File: config.mk
export PLATFORM = sky130hd
export DESIGN_NAME = sled_nms
export DESIGN_NICKNAME = d
export VERILOG_FILES = /design/src/hw/rtl/strict_local_extremum_detector_assert.svh /design/src/hw/rtl/sled_pkg.sv /design/src/hw/rtl/sled_nms.sv
export SDC_FILE = /design/constraint.sdc
export NUM_CORES = 1
export LEC_CHECK = 0
export BUFFER_PORTS_ARGS = -buffer_cell sky130_fd_sc_hd__buf_4
export CORE_ASPECT_RATIO = 0.7
export CORE_MARGIN = 2
export CORE_UTILIZATION = 48
export DETAILED_ROUTE_END_ITERATION = 6
export HOLD_SLACK_MARGIN = 0.08
export PLACE_DENSITY = 0.81
export SLEW_MARGIN = 20
export SYNTH_ARGS = -nofsm -noshare
export SYNTH_HDL_FRONTEND = slang
export SYNTH_SLANG_ARGS = --single-unit
File: constraint.sdc
create_clock -name aclk -period 2.8 [get_ports aclk]
set_input_delay 0.56 -clock aclk [delete_from_list [all_inputs] [get_ports aclk]]
set_output_delay 0.56 -clock aclk [all_outputs]
set_load 0.02 [all_outputs]
File: src/hw/rtl/strict_local_extremum_detector_assert.svh
// ----------------------------------------------------------------------------
// Assertion macros for the strict local extremum detector
// Concurrent checks that are compiled out for synthesis.
// ----------------------------------------------------------------------------
`ifndef STRICT_LOCAL_EXTREMUM_DETECTOR_ASSERT_SVH
`define STRICT_LOCAL_EXTREMUM_DETECTOR_ASSERT_SVH

`ifndef SYNTHESIS
// Consequent must hold in the same cycle as the antecedent
`define SLED_ASSERT_NOW(label, clk, rstn, ante, cons) \
    label: assert property (@(posedge clk) disable iff (!(rstn)) (ante) |-> (cons)) \
        else $error("sled assertion failed");
// Consequent must hold in the cycle after the antecedent
`define SLED_ASSERT_NEXT(label, clk, rstn, ante, cons) \
    label: assert property (@(posedge clk) disable iff (!(rstn)) (ante) |=> (cons)) \
        else $error("sled assertion failed");
`else
`define SLED_ASSERT_NOW(label, clk, rstn, ante, cons)
`define SLED_ASSERT_NEXT(label, clk, rstn, ante, cons)
`endif

`endif

File: src/hw/rtl/sled_pkg.sv
// ----------------------------------------------------------------------------
// sled_pkg
// Shared constants and types of the strict local extremum detector.
// ----------------------------------------------------------------------------
`timescale 1ns / 1ps

package sled_pkg;

    // Default geometry limits and pixel depth
    localparam int MAX_WIDTH_DEF  = 1024;
    localparam int MAX_HEIGHT_DEF = 1024;
    localparam int PIXEL_BITS_DEF = 8;

    // Configuration register file
    localparam int CFG_DATA_W  = 11;
    localparam int CFG_INDEX_W = 2;

    localparam logic [CFG_INDEX_W-1:0] REG_FIND_MAXIMA  = 2'd0;
    localparam logic [CFG_INDEX_W-1:0] REG_IMAGE_WIDTH  = 2'd1;
    localparam logic [CFG_INDEX_W-1:0] REG_IMAGE_HEIGHT = 2'd2;

    localparam logic                  FIND_MAXIMA_RST  = 1'b1;
    localparam logic [CFG_DATA_W-1:0] IMAGE_WIDTH_RST  = 11'd640;
    localparam logic [CFG_DATA_W-1:0] IMAGE_HEIGHT_RST = 11'd480;

    // Result item fields
    localparam int PEAK_COL_W   = 10;
    localparam int PEAK_ROW_W   = 10;
    localparam int PEAK_VALUE_W = 8;
    localparam int OUT_FIELDS_W = PEAK_COL_W + PEAK_ROW_W + PEAK_VALUE_W;
    localparam int OUT_DATA_W   = ((OUT_FIELDS_W + 7) / 8) * 8;

    // Candidates evaluated per input item
    localparam int NUM_CAND = 4;
    localparam int CAND_IDX_W = 2;

    // Position flags of the item in the evaluation stage
    typedef struct packed {
        logic row_ge1;
        logic row_ge2;
        logic col_ge1;
        logic col_ge2;
        logic last_col;
        logic last_row;
    } pos_flags_t;

    typedef struct packed {
        logic [PEAK_VALUE_W-1:0] value;
        logic [PEAK_ROW_W-1:0]   row;
        logic [PEAK_COL_W-1:0]   col;
    } peak_t;

    typedef struct packed {
        logic  vld;
        peak_t peak;
    } cand_t;

endpackage

File: src/hw/rtl/sled_nms.sv
// ----------------------------------------------------------------------------
// sled_nms
// 3x3 window registers and the strict extremum comparisons for the four
// candidate pixels that one input item can complete.
// ----------------------------------------------------------------------------
`timescale 1ns / 1ps

module sled_nms #(
    parameter int MAX_WIDTH  = sled_pkg::MAX_WIDTH_DEF,
    parameter int MAX_HEIGHT = sled_pkg::MAX_HEIGHT_DEF,
    parameter int PIXEL_BITS = sled_pkg::PIXEL_BITS_DEF
) (
    input  logic                                          aclk,
    input  logic                                          aresetn,
    input  logic                                          advance,
    input  logic                                          find_maxima,
    input  logic [PIXEL_BITS-1:0]                         pixel,
    input  logic [PIXEL_BITS-1:0]                         above1,
    input  logic [PIXEL_BITS-1:0]                         above2,
    input  logic [$clog2(MAX_WIDTH)-1:0]                  col,
    input  logic [((MAX_HEIGHT > 1) ? $clog2(MAX_HEIGHT) : 1)-1:0] row,
    input  sled_pkg::pos_flags_t                          flags,
    output sled_pkg::cand_t                               cand [sled_pkg::NUM_CAND]
);

    import sled_pkg::*;

    logic [PIXEL_BITS-1:0] win_a_reg [3];   // column c-2, rows r-2..r
    logic [PIXEL_BITS-1:0] win_b_reg [3];   // column c-1, rows r-2..r
    logic [PIXEL_BITS-1:0] grid [3][3];
    logic [2:0]            row_ok;
    logic [2:0]            col_ok;

    // Strict extremum test of grid[ky][kx] against its valid neighbours
    function automatic logic is_ext(input logic [PIXEL_BITS-1:0] g [3][3],
                                    input logic [2:0] rok, input logic [2:0] cok,
                                    input int ky, input int kx, input logic maxm);
        logic ok;
        ok = 1'b1;
        for (int y = 0; y < 3; y++) begin
            for (int x = 0; x < 3; x++) begin
                if ((y >= ky - 1) && (y <= ky + 1) && (x >= kx - 1) && (x <= kx + 1) &&
                    !((y == ky) && (x == kx)) && rok[y] && cok[x]) begin
                    if (maxm) begin
                        if (g[y][x] >= g[ky][kx]) ok = 1'b0;
                    end else begin
                        if (g[y][x] <= g[ky][kx]) ok = 1'b0;
                    end
                end
            end
        end
        return ok;
    endfunction

    // Assemble the 3x3 grid ending at the newest pixel
    always_comb begin
        for (int k = 0; k < 3; k++) begin
            grid[k][0] = win_a_reg[k];
            grid[k][1] = win_b_reg[k];
        end
        grid[0][2] = above2;
        grid[1][2] = above1;
        grid[2][2] = pixel;
    end

    assign row_ok = {1'b1, flags.row_ge1, flags.row_ge2};
    assign col_ok = {1'b1, flags.col_ge1, flags.col_ge2};

    // Candidates in report order
    always_comb begin
        cand[0].vld        = flags.row_ge1 && flags.col_ge1 &&
                             is_ext(grid, row_ok, col_ok, 1, 1, find_maxima);
        cand[0].peak.col   = PEAK_COL_W'(col - 1'b1);
        cand[0].peak.row   = PEAK_ROW_W'(row - 1'b1);
        cand[0].peak.value = PEAK_VALUE_W'(grid[1][1]);

        cand[1].vld        = flags.row_ge1 && flags.last_col &&
                             is_ext(grid, row_ok, col_ok, 1, 2, find_maxima);
        cand[1].peak.col   = PEAK_COL_W'(col);
        cand[1].peak.row   = PEAK_ROW_W'(row - 1'b1);
        cand[1].peak.value = PEAK_VALUE_W'(grid[1][2]);

        cand[2].vld        = flags.last_row && flags.col_ge1 &&
                             is_ext(grid, row_ok, col_ok, 2, 1, find_maxima);
        cand[2].peak.col   = PEAK_COL_W'(col - 1'b1);
        cand[2].peak.row   = PEAK_ROW_W'(row);
        cand[2].peak.value = PEAK_VALUE_W'(grid[2][1]);

        cand[3].vld        = flags.last_row && flags.last_col &&
                             is_ext(grid, row_ok, col_ok, 2, 2, find_maxima);
        cand[3].peak.col   = PEAK_COL_W'(col);
        cand[3].peak.row   = PEAK_ROW_W'(row);
        cand[3].peak.value = PEAK_VALUE_W'(grid[2][2]);
    end

    // Window shift, one column per evaluated item
    always_ff @(posedge aclk) begin
        if (!aresetn) begin
            for (int k = 0; k < 3; k++) begin
                win_a_reg[k] <= '0;
                win_b_reg[k] <= '0;
            end
        end else if (advance) begin
            for (int k = 0; k < 3; k++) begin
                win_a_reg[k] <= win_b_reg[k];
                win_b_reg[k] <= grid[k][2];
            end
        end
    end

endmodule

Word level (Yosys, flattened, before mapping)

Memory sizes are Yosys's and may differ from the RTL's.
Index checks and enable logic that the tools add are counted.

Bits in writable memories: 48
Output and inout port bits: 116
Word-level logic and storage cells: 154
Memories kept: 2
Input bits: 54
Flip-flop bits (word level): 0

Memory list:

| name      | depth | bits a word | read ports | clocked after Yosys merged registers in | write ports | RTL line       | RTL |
|---|---|---|---|---|---|---|---|
| win_a_reg | 3     | 8           | 3          | 0                                       | 3           | sled_nms.sv:28 | `logic [PIXEL_BITS-1:0] win_a_reg [3];` |
| win_b_reg | 3     | 8           | 3          | 0                                       | 3           | sled_nms.sv:29 | `logic [PIXEL_BITS-1:0] win_b_reg [3];` |

Multiplexer cells: 91
Reductions and logical operators: 11
$lt $le $gt $ge: 42
Bitwise operators: 6
$add $sub $neg: 2

Operators by type and width:

| operator                                                             | number |
|---|---|
| 8-bit >= comparator                                                  | 21 |
| 8-bit <= comparator                                                  | 21 |
| 1-bit 2-to-1 mux                                                     | 85 |
| 8-bit 2-to-1 mux                                                     | 6 |
| 10-bit by 1-bit subtractor with 10-bit output, second input constant | 2 |
| 1-bit logical AND                                                    | 11 |
| 1-bit OR                                                             | 6 |

Depth between registers and ports, before layout

An unclocked memory read counts as a cell.

Depth in word-level cells: 26
Mapped depth: 9
Gate-level depth less buffers: 9

Worst setup path before layout

OpenSTA, ideal clock, no wires.

Kind: input-to-output
Start: in pixel[1]
End: out cand[28] in the netlist's numbering
Stages on the path: 9
Buffers on the path: 0
Arrival: 2892 ps
Data required time: 2240 ps
Slack: -652 ps
Cells stage by stage: inv_1 > ha_1 > nor2b_1 > o211ai_1 > a21oi_1 > a211oi_1 > xnor2_1 > o21a_1 > a2111oi_0

RTL lines:

| item        | RTL line       | RTL |
|---|---|---|
| from (decl) | sled_nms.sv:17 | `input logic [PIXEL_BITS-1:0] pixel,` |
| to (decl)   | sled_nms.sv:23 | `output sled_pkg::cand_t cand [sled_pkg::NUM_CAND]` |

==> flow_summary.yaml <==
layout:
  antenna_cells: 0
  syn_to_final_growth_pct: 36.32
  fillers: 864
  final_cell_mix: "buf_4, ha_1, and3_1"
  final_common_cell: "buf_4"
  fin_nets: 981
  drive_gt1_frac: 0.4261
placed_design:
  portBuffers: 169
  post-dp-hpwl_um: 14100
  routabilityCongestion: 0.9582
  dp_slack_ns: -0.5691
worst_hold_path:
  hold_start: "above2[0]"
  hold_class: "in -> reg"
power:
  p_comb_frac: 0.491
  p_total_mw: 2.925
  vdd_ir_drop_max_v: 0.0002499
  power.share.clock: 0.204
  p_leak_nw: 3.949
  swShare: 0.3669
  pwr_density_cell_nw_per_um2: 375.0
  seq_power_share: 0.306
  p_int_mw: 1.852
  p_switching_mw: 1.073
drt:
  vias: 5470
  drc_errors: 0
  final_antenna_net_count: 0
  dr_wl_met3_um: 1387
  drtPass1Iterations: 7
  drt-initial-drc-count: 420
  maxUsedRoutingLayer: "met4"
  wl_met1_um: 7664
  wl_met2_um: 8782
  wl_per_cell_um: 18.90
  avgViaCountPerCell: 5.686
  wirelength_um: 18190
global_route:
  grt_pass1_vias: 5370
  grt_max_degree: 50
  grt_use_total: 0.2799
  antenna_found_initial: 0
  overflow: 0
  grt_pass1_wl_um: 27800
logic_synthesis:
  syn-num-nets: 791
  postSynthCellCount: 615
  synth_edf_count: 48
  avgSynthCellArea_um2: 9.304
  async_flop_share: 0
  syn_area_um2: 5722
  yosys_most_used_dff: "edfxtp_1"
  yosys.cell_types.count: 52
  yosysWarnings: 0
  synth_seq_cells: 48
  ys_seq_area_frac: 0.2519
setup_path:
  cp-startpoint: "win_b_reg[0][15]"
  worst-endpoint-required_ns: 2.24
  crit_type: "reg -> out"
  worstPathMaxFanout: 5
  crit_path_end_kind: "output pin"
  rrSetupSlack_ns: 1.58
  critPathArrivalTime_ns: 3.09
  startpoint_type: "register"
  r2r-start: "win_b_reg[0][9]"
sta:
  hold_violations: 0
  relSlewSlack: 0.6805
  setup_ws_ns: -0.8527
  worst_slew_pin_slew_ns: 0.4793
  fin_crit_sh: 1.305
  skew_ns: 0.003678
  fin_setup_tns_ns: -2.163
  maxSlewViolCount: 0
  setup_viol: 4
  finalCriticalPeriod_ns: 3.653
  fmax_mhz: 273.8
  grt_setup_unrepaired: "true"
clock_tree:
  cts_buffers: 5
  htreeDepth: 2
  clkLatencyLatePin_ns: 0.30
  cts_sinks: 48
  cts_tree: "done"
  clock_path_buffers: 2
  clock-root-buffer: "clkbuf_16"
  cts.clk_slew.worst_paths_ns: 0.07
status:
  status: "finished with violations"
  violations: "setup timing"
die:
  num_rows: 33
  die_x_um: 134.5
  design.die.area_um2: 12820
  start_util: 0.4897
  num_io_pins: 170
  core-area_um2: 11690
  die_h_um: 95.35
job:
  maxCapViolations: 0
## cell families after synthesis
| kind of cell | synth area share |
|---|---|
| buffers and inverters | 0.1581 |
| multiplexers | 0.001968 |
| flip-flops | 0.2519 |
| adder cells (fa/ha/maj) | 0.2668 |
| XOR/XNOR | 0.02908 |
| AND/OR/NAND/NOR | 0.1690 |
| AO/OA/AOI/OAI | 0.1231 |
## power groups by stage
stage / clock network, mW / registers [mW] / logic [mW]
after global routing: 0.617 / 0.898 / 1.56
after CTS: 0.595 / 0.895 / 1.37
final: 0.596 / 0.894 / 1.44
after detailed placement: 0 / 0.912 / 1.30
after global placement: 0 / 0.908 / 1.24
after floorplan: 0 / 0.900 / 0.800
## Yosys cell counts, types with 2 or more instances
cell type / instances / area share
o21ai_0: 3 / 0.0026
nor4_1: 2 / 0.0022
or2_2: 2 / 0.0022
a2111oi_0: 4 / 0.0061
buf_4: 92 / 0.12
inv_1: 45 / 0.030
o211ai_1: 14 / 0.018
xor2_1: 10 / 0.015
a21oi_1: 42 / 0.037
a21oi_2: 2 / 0.0031
a211oi_1: 8 / 0.010
or3_1: 3 / 0.0033
o21a_1: 3 / 0.0039
nor2_1: 24 / 0.016
xnor2_1: 9 / 0.014
clkbuf_1: 12 / 0.0079
nor3_1: 10 / 0.0087
nand2_1: 16 / 0.010
and3_1: 50 / 0.055
nand3_1: 8 / 0.0070
nand2b_1: 3 / 0.0033
edfxtp_1: 48 / 0.25
a21o_1: 9 / 0.012
o22a_2: 2 / 0.0035
nand4_1: 31 / 0.034
o22ai_1: 2 / 0.0022
nor2b_1: 15 / 0.016
ha_1: 122 / 0.27
## layout make-up
cell class | count | area [um^2] | share of cell area
Multi-Input combinational cell | 418 | 3657 | 0.4689
Timing Repair Buffer | 287 | 2201 | 0.2822
Sequential cell | 48 | 1441 | 0.1848
Tap cell | 157 | 196.4 | 0.02518
Inverter | 45 | 171.4 | 0.02198
Clock buffer | 5 | 125.1 | 0.01604
Clock inverter | 2 | 7.507 | 0.0009625
## critical path, stage by stage, from the launching register on
cell,delay (ns)
edfxtp_1,0.50
buf_4,0.18
ha_1,0.32
nand4_1,0.19
a21oi_1,0.19
o22a_2,0.17
or4b_1,0.44
a2111o_1,0.44
a221oi_4,0.21
buf_6,0.15
## metrics by stage
stage | cells | util | area [um^2] | hold slack, ns
2_1_floorplan | 615 | - | 5806 | 0.5603
3_3_place_gp | 935 | 0.6235 | 7286 | 0.5781
3_5_place_dp | 935 | 0.6235 | 7286 | 0.5928
4_1_cts | 952 | 0.6569 | 7676 | 0.5785
5_1_grt | 962 | 0.6675 | 7800 | 0.5915
6_report | 962 | 0.6675 | 7800 | 0.5750
## final timing paths
check                                  endpoint  depth (start not counted)
worst max register to register  win_a_reg[0][9]                          4
worst min register to register  win_a_reg[0][0]                          1
worst max-delay path                  cand[115]                          9
worst min-delay path            win_b_reg[0][0]                          2
## per-layer routing
metal / vias up / GRT usage
met3: 32 / 0.04359
met4: 0 / 0.07018
met2: 253 / 0.4936
met1: 2621 / 0.3624
li1: 2564 / -
met5: - / 0
## what timing repair did
action,CTS,global route
gates resized for setup,29,10
cloned,0,0
setup buffers,11,10
hold buffers,0,0
setup endpoints to repair,4,6
pin swaps,28,14
Power figures use the tool's default switching activity.
