### config.mk
export PLATFORM = sky130hd
export DESIGN_NAME = sled_out_queue
export DESIGN_NICKNAME = d
export VERILOG_FILES = /design/src/hw/rtl/strict_local_extremum_detector_assert.svh /design/src/hw/rtl/sled_pkg.sv /design/src/hw/rtl/sled_out_queue.sv
export SDC_FILE = /design/constraint.sdc
export NUM_CORES = 1
export LEC_CHECK = 0
export ABC_AREA = 0
export BUFFER_PORTS_ARGS = -buffer_cell sky130_fd_sc_hd__buf_2
export CORE_UTILIZATION = 54
export DETAILED_ROUTE_END_ITERATION = 12
export HOLD_SLACK_MARGIN = 0.02
export PLACE_DENSITY = 0.85
export SKIP_CTS_REPAIR_TIMING = 1
export SLEW_MARGIN = 20
export SYNTH_ARGS = -nofsm -noshare
export SYNTH_HDL_FRONTEND = slang
export SYNTH_SLANG_ARGS = --single-unit
### constraint.sdc
create_clock -name aclk -period 2 [get_ports aclk]
set_input_delay 0.2 -clock aclk [delete_from_list [all_inputs] [get_ports aclk]]
set_output_delay 0.2 -clock aclk [all_outputs]
set_load 0.01 [all_outputs]
### src/hw/rtl/strict_local_extremum_detector_assert.svh
// ----------------------------------------------------------------------------
// Assertion macros for the strict local extremum detector
// Concurrent checks that are compiled out for synthesis.
// ----------------------------------------------------------------------------
`ifndef STRICT_LOCAL_EXTREMUM_DETECTOR_ASSERT_SVH
`define STRICT_LOCAL_EXTREMUM_DETECTOR_ASSERT_SVH

`ifndef SYNTHESIS
// Consequent must hold in the same cycle as the antecedent
`define SLED_ASSERT_NOW(label, clk, rstn, ante, cons) \
    label: assert property (@(posedge clk) disable iff (!(rstn)) (ante) |-> (cons)) \
        else $error("sled assertion failed");
// Consequent must hold in the cycle after the antecedent
`define SLED_ASSERT_NEXT(label, clk, rstn, ante, cons) \
    label: assert property (@(posedge clk) disable iff (!(rstn)) (ante) |=> (cons)) \
        else $error("sled assertion failed");
`else
`define SLED_ASSERT_NOW(label, clk, rstn, ante, cons)
`define SLED_ASSERT_NEXT(label, clk, rstn, ante, cons)
`endif

`endif

### src/hw/rtl/sled_pkg.sv
// ----------------------------------------------------------------------------
// sled_pkg
// Shared constants and types of the strict local extremum detector.
// ----------------------------------------------------------------------------
`timescale 1ns / 1ps

package sled_pkg;

    // Default geometry limits and pixel depth
    localparam int MAX_WIDTH_DEF  = 1024;
    localparam int MAX_HEIGHT_DEF = 1024;
    localparam int PIXEL_BITS_DEF = 8;

    // Configuration register file
    localparam int CFG_DATA_W  = 11;
    localparam int CFG_INDEX_W = 2;

    localparam logic [CFG_INDEX_W-1:0] REG_FIND_MAXIMA  = 2'd0;
    localparam logic [CFG_INDEX_W-1:0] REG_IMAGE_WIDTH  = 2'd1;
    localparam logic [CFG_INDEX_W-1:0] REG_IMAGE_HEIGHT = 2'd2;

    localparam logic                  FIND_MAXIMA_RST  = 1'b1;
    localparam logic [CFG_DATA_W-1:0] IMAGE_WIDTH_RST  = 11'd640;
    localparam logic [CFG_DATA_W-1:0] IMAGE_HEIGHT_RST = 11'd480;

    // Result item fields
    localparam int PEAK_COL_W   = 10;
    localparam int PEAK_ROW_W   = 10;
    localparam int PEAK_VALUE_W = 8;
    localparam int OUT_FIELDS_W = PEAK_COL_W + PEAK_ROW_W + PEAK_VALUE_W;
    localparam int OUT_DATA_W   = ((OUT_FIELDS_W + 7) / 8) * 8;

    // Candidates evaluated per input item
    localparam int NUM_CAND = 4;
    localparam int CAND_IDX_W = 2;

    // Position flags of the item in the evaluation stage
    typedef struct packed {
        logic row_ge1;
        logic row_ge2;
        logic col_ge1;
        logic col_ge2;
        logic last_col;
        logic last_row;
    } pos_flags_t;

    typedef struct packed {
        logic [PEAK_VALUE_W-1:0] value;
        logic [PEAK_ROW_W-1:0]   row;
        logic [PEAK_COL_W-1:0]   col;
    } peak_t;

    typedef struct packed {
        logic  vld;
        peak_t peak;
    } cand_t;

endpackage

### src/hw/rtl/sled_out_queue.sv
// ----------------------------------------------------------------------------
// sled_out_queue
// Result register for the reports of one item; sends them one per cycle while
// m_tready is high, in candidate order, and marks the final one with tlast.
// ----------------------------------------------------------------------------
`timescale 1ns / 1ps

module sled_out_queue (
    input  logic                                aclk,
    input  logic                                aresetn,
    input  logic                                load,
    input  sled_pkg::cand_t                     cand [sled_pkg::NUM_CAND],
    output logic                                load_ready,
    output logic                                m_tvalid,
    input  logic                                m_tready,
    output logic [sled_pkg::OUT_DATA_W-1:0]     m_tdata,   // peak_col, peak_row, peak_value
    output logic                                m_tlast    // last_of_run
);

    import sled_pkg::*;

    logic [NUM_CAND-1:0] vld_reg;
    logic [NUM_CAND-1:0] vld_next;
    peak_t               peak_reg [NUM_CAND];
    logic [CAND_IDX_W-1:0] sel;
    logic [NUM_CAND-1:0] rest;
    logic                m_fire;

    // Lowest pending entry goes out first
    always_comb begin
        sel = '0;
        for (int i = NUM_CAND - 1; i >= 0; i--) begin
            if (vld_reg[i]) sel = CAND_IDX_W'(i);
        end
        rest = vld_reg & ~(NUM_CAND'(1) << sel);
    end

    assign m_tvalid   = |vld_reg;
    assign m_tlast    = (rest == '0);
    assign m_tdata    = OUT_DATA_W'(peak_reg[sel]);
    assign m_fire     = m_tvalid && m_tready;
    assign load_ready = (vld_reg == '0) || (m_fire && m_tlast);

    // Pending mask
    always_comb begin
        vld_next = vld_reg;
        if (load) begin
            for (int i = 0; i < NUM_CAND; i++) vld_next[i] = cand[i].vld;
        end else if (m_fire) begin
            vld_next = rest;
        end
    end

    always_ff @(posedge aclk) begin
        if (!aresetn) begin
            vld_reg <= '0;
        end else begin
            vld_reg <= vld_next;
        end
    end

    // Payload
    always_ff @(posedge aclk) begin
        if (load) begin
            for (int i = 0; i < NUM_CAND; i++) peak_reg[i] <= cand[i].peak;
        end
    end

endmodule

==> impl_metrics.ini, run 1 <==
[sta]
grt_repair_worst_endpoint = m_tdata[4]
timing.repair.worst_endpoint_type = top-level output

[logic_synthesis]
synth_warnings = 0
post_synth_num_cell_types = 31
synth_edf_count = 112
yosys_register_bits = 116
list_of_most_frequent_post_synthesis_cells = edfxtp_1 (112), inv_1 (30), a21oi_1 (29)
yosysTopAreaCell = edfxtp_1
synthCells = 279
post_synth_main_area_contributors = edfxtp_1 (74%), a22o_1 (5.4%), a221o_1 (4.4%)
synth.cell_area_um2 = 4574
post_synth.cell_area_avg_um2 = 16.40
synth.top_cell.area_share_pct = 73.52
synth_ff_type = edfxtp_1
yosysMostFrequentCell = edfxtp_1
synth.yosys.seq_area_share_pct = 75.27
ys_async_sr_fraction_pct = 0

[status]
haltStage = global routing
tool.error = [ERROR RSZ-0060] Max buffer count reached.
outcome = stopped before the end

[clocking]
ctsHtreeMaxLevel = 4
clock_tree.root_cell = clkbuf_8
cts_buffer_depth = 2
numCtsBuffers = 17
tritoncts_num_sinks = 116

[floorplan]
die-width_um = 94.04
floorplan.initialDensity_pct = 55.67
die_h_um = 94.04
row_count = 33
ioPinCount = 155

[placed_design]
placement.io_buffers = 150
finalWeightedCongestion = 0.8092
numPlacedInstances = 524
dp_hpwl_um = 6362

[grt]
grt_max_degree = 59
cells by family after synthesis:
family / count (synthesis) / share of synthesized area, %
other: 1 / 0.08198
and+or+nand+nor: 12 / 1.669
buffers and inverters: 55 / 6.318
adders and majority gates: 2 / 0.4377
DFF: 116 / 75.27
AOI/OAI and AO/OA: 93 / 16.22
through the flow:
stage / setup slack, ns / cell area [um^2] / hold WS, ns / TNS (ns)
4_1_cts: -0.4226 / 5958 / -0.1596 / -11.81
3_5_place_dp: 0.1498 / 5410 / 0.3781 / 0
3_3_place_gp: 0.2215 / 5410 / 0.3766 / 0
2_1_floorplan: 0.5444 / 4586 / 0.2989 / 0
==> inputs of run 2 (changes only) <==
CORE_UTILIZATION = 40   (was 54)
HOLD_SLACK_MARGIN = not set   (was 0.02)
PLACE_DENSITY = not set   (was 0.85)
PLACE_DENSITY_LB_ADDON = 0.15   (was not set)
==> impl_metrics.ini, run 2 <==
[clocking]
cts_tree = yes
clock_tree.root_cell = clkbuf_16
cts_buffer_depth = 2
cts.clk_slew.worst_paths_ns = 0.05
ctsHtreeMaxLevel = 4
tritoncts_num_sinks = 116
numCtsBuffers = 17
clock_latency_reported_for_the_late_side_of_the_worst_skew_pair_ns = 0.40

[pwr]
fraction_of_power_consumed_by_the_clock_network_pct = 44.3
power_density_nw_per_um2 = 924.4
swShare_pct = 21.85
combinationalPowerShare_pct = 12.5
p_seq_share_pct = 43.3
power_switching_mw = 1.483
leakage_nw = 3.071
int_pwr_mw = 5.304
peakVddDrop_uv = 1129

[status]
outcome = complete, no violations

[grt]
grt_first_pass_wirelength_um = 14970
first_global_vias = 3062
grtUsageTotal_pct = 17.68
initial_antenna_violation_count = 0
grt_max_degree = 36
grt-ovfl-total = 0

[routing]
wl_met1_um = 5080
finalWirelength_um = 12230
dr.first_iter.drc_count = 191
wire_per_inst_um = 17.21
met3RoutedLength_um = 818
met2WireLength_um = 6119
drc = 0
firstDrtPassIters = 4
vias = 3494
post_drt_via_cell_ratio = 4.914
routed.top_layer = met4
drtAntennaViolNets = 0

[layout]
drive_gt1_share_pct = 37.65
most-common-layout-cells = buf_2 (149), dlygate4sd3_1 (112), edfxtp_1 (112), inv_1 (30), a21oi_1 (29)
number_of_antenna_repair_diodes = 0
flow.area_growth_from_synthesis_pct = 60.50
final_core_util_pct = 66.85
nFillCells = 800
number_of_flip_flops_in_the_largest_register = 112
finish.cell_count_without_fillers = 711
design.final.nets = 678
mostFrequentLayoutCell = buf_2

[floorplan]
ioPinCount = 155
die_h_um = 108.9
floorplan.initialDensity_pct = 41.65
die-width_um = 108.9
die_area_um2 = 11870
row_count = 38
core_um2 = 10980

[logic_synthesis]
yosysMostFrequentCell = edfxtp_1
synthCells = 279
list_of_most_frequent_post_synthesis_cells = edfxtp_1 (112), inv_1 (30), a21oi_1 (29)
yosys_register_bits = 116
yosysTopAreaCell = edfxtp_1
post_synth.cell_area_avg_um2 = 16.40
synth_ff_type = edfxtp_1
synth_edf_count = 112
post_synth_num_cell_types = 31
synth.yosys.seq_area_share_pct = 75.27
synth.cell_area_um2 = 4574
ys_async_sr_fraction_pct = 0
synth.top_cell.area_share_pct = 73.52
synth_warnings = 0
post_synth_main_area_contributors = edfxtp_1 (74%), a22o_1 (5.4%), a221o_1 (4.4%)

[critical_path]
worst-endpoint-required_ns = 1.80
critical_path_peak_fanout = 14
worstSetupStartpoint = vld_reg[2]
arrival_ns = 1.76
end_kind = output port
r2r-start = vld_reg[1]
startpoint_type = flip-flop
critical_path_class = flip-flop to output port

[placed_design]
numPlacedInstances = 560
placement.io_buffers = 150
finalWeightedCongestion = 0.7072
dp_hpwl_um = 6566

[worst_hold_path]
holdCritStartpoint = cand[57]
timing.hold.worst.class = primary input to flip-flop

[sta]
finalWorstPathRequiredPeriod_ns = 1.959
slew_viol_final = 0
fin_skew_ns = 0.007126
finalSetupViolations = 0
max_freq_mhz = 510.3
min_period_over_period_pct = 97.97
endpoints_failing_hold = 0
rsz0062_at_grt = true

[flow_run]
cap_violations = 0
[run 2: layer usage]
layer | up-vias | GRT usage (%)
li1 | 1657 | -
met1 | 1654 | 21.31
met2 | 163 | 28.21
met3 | 20 | 6.276
met4 | 0 | 8.398
met5 | - | 0
[run 2: kinds of logic (layout without fill, tap and decap cells)]
logic type	after synthesis	in the layout	synth area share, %
DFF	116	116	75.27
AOI/OAI and AO/OA	93	93	16.22
buffers and inverters	55	343	6.318
and+or+nand+nor	12	13	1.669
adders and majority gates	2	2	0.4377
other	1	4	0.08198
[run 2: critical path, cell delays in order, from the launching register on]
cell and delay [ns]:
dfxtp_4 0.40, buf_6 0.12, nor2b_4 0.04, buf_12 0.15, a221o_2 0.34, a22o_1 0.18
buf_2 0.13
[run 2: stage by stage]
stage                     hold WS [ns]  setup TNS (ns)  total power [mW]  instance area (um^2)  worst slack (ns)
after floorplan                 0.2989               0             3.290                  4586            0.5444
after global placement          0.3771               0             3.598                  5487            0.2819
after detailed placement        0.3781               0             3.611                  5487            0.2370
after CTS                     -0.05230          -5.199             6.629                  6080           -0.2097
after global routing           0.04531        -0.06103             7.027                  7342          -0.02433
final                          0.05169               0             6.787                  7342           0.04054
[run 2: path summary, 6_finish.rpt]
kind / end / slack, ns / cells after the start
min reg2reg: vld_reg[3] / 0.68 / 3
max reg2reg: vld_reg[3] / 0.69 / 4
min: vld_reg[2] / 0.05 / 3
max: m_tdata[0] / 0.04 / 6
[run 2: layout make-up]
cell class	instances	area [um^2]	share of cell area (%)
clock buffer	19	432.9	5.896
tap	140	175.2	2.386
timing repair buffer	281	2136	29.09
sequential	116	3452	47.02
inverter	30	112.6	1.534
clock inverter	13	160.2	2.181
multi-input combinational	112	873.3	11.90
[run 2: power by group through the flow]
stage / clock (mW) / sequential, mW / combinational, mW
after floorplan: 0 / 2.96 / 0.328
after global placement: 0 / 2.97 / 0.626
after detailed placement: 0 / 2.98 / 0.632
after CTS: 3.06 / 2.93 / 0.635
after global routing: 3.16 / 2.95 / 0.913
final: 3.01 / 2.94 / 0.845
(Power assumes the default switching activity.)
==> inputs of run 3 (changes only) <==
CELL_PAD_IN_SITES_DETAIL_PLACEMENT = 0   (was not set)
CELL_PAD_IN_SITES_GLOBAL_PLACEMENT = 1   (was not set)
==> impl_metrics.ini, run 3 (same netlist as run 2, synthesis figures left out) <==
[pwr]
combinationalPowerShare_pct = 12.0
p_seq_share_pct = 43.1
peakVddDrop_uv = 832.7
power_density_nw_per_um2 = 930.1
fraction_of_power_consumed_by_the_clock_network_pct = 44.9
leakage_nw = 3.074
int_pwr_mw = 5.307
swShare_pct = 22.08
power_switching_mw = 1.504
total_power_mw = 6.811

[routing]
post_drt_via_cell_ratio = 4.849
vias = 3457
drtAntennaViolNets = 0
wire_per_inst_um = 16.10
firstDrtPassIters = 4
drc = 0
finalWirelength_um = 11480
dr.first_iter.drc_count = 146

[critical_path]
worst_reg_to_reg_path_cell_count = 4
crit_path_top_delay_cell = dfxtp_4
critical_path_class = flip-flop to output port
end_kind = output port
longest_individual_stage_delay_on_the_worst_path_ns = 0.40
crit_path_cell_trace = buf_4, nor2b_4, buf_12, a221o_2, a22o_1, buf_2
r2r-start = vld_reg[2]
startpoint_type = flip-flop
r2r_end = vld_reg[3]
arrival_ns = 1.77
regToRegSetupSlack_ns = 0.74
critical_path_peak_fanout = 14
worst-endpoint-required_ns = 1.80

[grt]
first_global_vias = 2938
grt-ovfl-total = 0
grt_first_pass_wirelength_um = 15020
grtUsageTotal_pct = 17.85
initial_antenna_violation_count = 0
grt_max_degree = 56

[placed_design]
placement.io_buffers = 150
finalWeightedCongestion = 0.6900
dp_hpwl_um = 6702
numPlacedInstances = 561
worst_setup_slack_post_dpl_ns = 0.1353

[sta]
endpoints_failing_hold = 0
fin_setup_tns_ns = 0
fin_skew_ns = 0.001716
finalSetupViolations = 0
setup_slack_ns = 0.02616
rsz0062_at_grt = true
finalWorstPathRequiredPeriod_ns = 1.974
max_freq_mhz = 506.6
slew_viol_final = 0
min_period_over_period_pct = 98.69

[worst_hold_path]
holdCritStartpoint = cand[28]
timing.hold.worst.class = primary input to flip-flop
hold_path_depth = 3
worstHoldEndpoint = vld_reg[3]

[status]
outcome = complete, no violations

[floorplan]
row_count = 38
die_area_um2 = 11870
core_um2 = 10980
ioPinCount = 155
die-width_um = 108.9
die_h_um = 108.9
floorplan.initialDensity_pct = 41.65

[layout]
design.final.nets = 680
drive_gt1_share_pct = 38.39
mostFrequentLayoutCell = buf_2
number_of_antenna_repair_diodes = 0
number_of_flip_flops_in_the_largest_register = 112
flow.area_growth_from_synthesis_pct = 60.09
most-common-layout-cells = buf_2 (149), dlygate4sd3_1 (112), edfxtp_1 (112), inv_1 (30), a21oi_1 (29)
final_core_util_pct = 66.68
nFillCells = 813
finish.cell_count_without_fillers = 713

[clocking]
numCtsBuffers = 17
tritoncts_num_sinks = 116
ctsHtreeMaxLevel = 4
cts_buffer_depth = 2
clock_tree.root_cell = clkbuf_16
cts.clk_slew.worst_paths_ns = 0.06
clock_latency_reported_for_the_late_side_of_the_worst_skew_pair_ns = 0.40
cts_tree = yes

[flow_run]
cap_violations = 0
## run 3: layer usage
| layer | GRT usage (%) | vias up | part of all wire (%) |
|---|---|---|---|
| met5 | 0 | - | 0 |
| met1 | 20.69 | 1663 | 42 |
| li1 | - | 1665 | - |
| met4 | 6.660 | 0 | 0.91 |
| met2 | 28.93 | 118 | 51 |
| met3 | 8.129 | 11 | 5.9 |
## run 3: area by class of cell
type | instances | area, um^2 | share of cell area, %
Sequential cell | 116 | 3453 | 47.16
Timing Repair Buffer | 283 | 2102 | 28.70
Multi-Input combinational cell | 112 | 874.6 | 11.94
Clock buffer | 17 | 425.4 | 5.809
Clock inverter | 15 | 180.2 | 2.460
Tap cell | 140 | 175.2 | 2.392
Inverter | 30 | 112.6 | 1.538
## run 3: worst max-delay path, delay by kind of cell (launching register included)
| family | cells | cell delay, ns |
|---|---|---|
| compound gates | 2 | 0.51 |
| buf+inv | 3 | 0.42 |
| flops | 1 | 0.40 |
| simple gates | 1 | 0.04 |
## run 3: worst max path at each step
stage               startpoint     endpoint  slack [ns]
global placement    vld_reg[3]  m_tdata[18]        0.16
detailed placement  vld_reg[3]  m_tdata[18]        0.14
CTS                 vld_reg[3]  m_tdata[18]       -0.33
global route        vld_reg[2]   m_tdata[4]       -0.04
floorplan           vld_reg[1]   load_ready        0.54
finish              vld_reg[2]   m_tdata[4]        0.03
## run 3: power by group through the flow
stage	clock network (mW)	logic, mW	registers (mW)
floorplan	0	0.328	2.96
global placement	0	0.609	2.98
detailed placement	0	0.615	2.99
CTS	3.11	0.618	2.94
global route	3.22	0.894	2.95
finish	3.06	0.818	2.93
## run 3: metrics by stage
stage,cell area (um^2),hold WS (ns)
after detailed placement,5456,0.3781
after global routing,7323,0.04500
after floorplan,4586,0.2989
final,7323,0.05226
after CTS,6062,-0.05360
after global placement,5456,0.3763
==> inputs of run 4 (changes only) <==
CORE_UTILIZATION = 36   (was 40)
clock period = 1.8 ns   (was 2 ns; I/O delays follow)
==> impl_metrics.ini, run 4 (same netlist as run 2, synthesis figures left out) <==
[critical_path]
worst-endpoint-required_ns = 1.62
r2r_end = vld_reg[3]
crit_path_cell_trace = buf_12, nor3_4, or2_4, buf_8, a22o_1, buf_2
cp_top_family = buffers and inverters
worst_reg_to_reg_path_cell_count = 4
end_kind = output port
worstPathBufferInverterCount = 3
arrival_ns = 1.80
startpoint_type = flip-flop
r2r-start = vld_reg[2]
critical_path_peak_fanout = 7
crit_path_top_delay_cell = dfxtp_4
regToRegSetupSlack_ns = 0.54
worstSetupStartpoint = vld_reg[2]
critical_path_class = flip-flop to output port
longest_individual_stage_delay_on_the_worst_path_ns = 0.40

[sta]
setup_slack_ns = -0.1798
finalSetupViolations = 31
rsz0062_at_grt = true
endpoints_failing_hold = 0
min_period_over_period_pct = 110.0
worst_pin_slew_ns = 0.5073
fin_setup_tns_ns = -4.749
timing.max_slew.rel_slack_pct = 66.11
max_freq_mhz = 505.1
fin_skew_ns = 0.002628
finalWorstPathRequiredPeriod_ns = 1.980
slew_viol_final = 0
finalHoldWorstSlack_ns = 0.03489

[pwr]
int_pwr_mw = 6.174
combinationalPowerShare_pct = 12.5
swShare_pct = 20.52
leakage_nw = 3.137
peakVddDrop_uv = 629.1
power_switching_mw = 1.594
power_density_nw_per_um2 = 1039
fraction_of_power_consumed_by_the_clock_network_pct = 45.5
p_seq_share_pct = 42.0

[status]
outcome = complete, but fails checks
violations = setup timing

[floorplan]
ioPinCount = 155
floorplan.initialDensity_pct = 37.46
row_count = 40
die-width_um = 114.7
die_h_um = 114.7
die_area_um2 = 13160
core_um2 = 12210

[grt]
grt_max_degree = 62
initial_antenna_violation_count = 0
grt-ovfl-total = 0
grtUsageTotal_pct = 16.52
grt_first_pass_wirelength_um = 15480
first_global_vias = 2988

[worst_hold_path]
holdCritStartpoint = cand[28]
timing.hold.worst.class = primary input to flip-flop
hold_path_depth = 3
worstHoldEndpoint = vld_reg[3]

[routing]
finalWirelength_um = 12340
drc = 0
post_drt_via_cell_ratio = 4.713
wire_per_inst_um = 16.54
firstDrtPassIters = 4
dr.first_iter.drc_count = 254
vias = 3516
drtAntennaViolNets = 0

[clocking]
cts_buffer_depth = 2
clock_latency_reported_for_the_late_side_of_the_worst_skew_pair_ns = 0.41
numCtsBuffers = 17
cts.clk_slew.worst_paths_ns = 0.05
cts_tree = yes
ctsHtreeMaxLevel = 4
tritoncts_num_sinks = 116
clock_tree.root_cell = clkbuf_16

[layout]
finish.cell_count_without_fillers = 746
final_core_util_pct = 61.23
most-common-layout-cells = buf_2 (148), dlygate4sd3_1 (112), edfxtp_1 (112), inv_1 (30), a21oi_1 (29)
flow.area_growth_from_synthesis_pct = 63.46
design.final.nets = 685
number_of_flip_flops_in_the_largest_register = 112
drive_gt1_share_pct = 38.24
number_of_antenna_repair_diodes = 0
mostFrequentLayoutCell = buf_2

[placed_design]
placement.io_buffers = 150
dp_hpwl_um = 6872
finalWeightedCongestion = 0.7417
numPlacedInstances = 592

[flow_run]
cap_violations = 0
==> run 4: changes by cell type in the layout (fill, tap and decap cells not counted), moves of 3 or more <==
| cell | before | now |
|---|---|---|
| buf_4 | 15 | 18 |
| clkinv_1 | 1 | 4 |
| clkinv_4 | 4 | 0 |
| inv_6 | 3 | 0 |
==> run 4: final cells by class <==
cell class	count	area, um^2
clock inverter	13	187.7
inverter	30	112.6
multi-input combinational	112	897.1
timing repair buffer	288	2185
tap	168	210.2
sequential	116	3452
clock buffer	19	432.9
fill	991	4735
==> run 4: how the worst max path moves through the flow <==
| stage | slack (ns) | depth (start not counted) | to |
|---|---|---|---|
| 6_report | -0.18 | 6 | m_tdata[10] |
| 5_1_grt | -0.25 | 6 | m_tdata[10] |
| 4_1_cts | -0.42 | 4 | m_tdata[10] |
| 3_5_place_dp | 0.03 | 4 | m_tdata[10] |
| 3_3_place_gp | 0.06 | 4 | m_tdata[23] |
| 2_1_floorplan | 0.36 | 4 | load_ready |
==> run 4: per-layer routing <==
layer	track usage, %	share of wire, %	vias to the layer above
met5	0	0	-
met4	7.186	1.5	0
met3	6.776	6.4	16
met2	26.10	52	135
met1	19.98	40	1696
li1	-	-	1669
==> run 4: metrics by stage <==
stage	setup slack, ns	area, um^2	total power, mW
6_report	-0.1798	7477	7.768
2_1_floorplan	0.3644	4586	3.655
3_5_place_dp	0.03146	5539	4.019
5_1_grt	-0.2474	7477	8.043
3_3_place_gp	0.06072	5539	4.007
4_1_cts	-0.4183	6160	7.563
==> run 4: power groups by stage <==
| stage | combinational, mW | sequential [mW] | clock (mW) |
|---|---|---|---|
| after floorplan | 0.364 | 3.29 | 0 |
| after global placement | 0.703 | 3.30 | 0 |
| after detailed placement | 0.707 | 3.31 | 0 |
| after CTS | 0.711 | 3.26 | 3.59 |
| after global routing | 1.05 | 3.28 | 3.71 |
| final | 0.972 | 3.26 | 3.53 |
==> run 4: worst register-to-register path: cells and delay by family (launching register included) <==
family / cells / cell delay [ns]
flip-flops: 1 / 0.37
AO/OA/AOI/OAI: 1 / 0.17
AND/OR/NAND/NOR: 2 / 0.45
buffers and inverters: 1 / 0.15
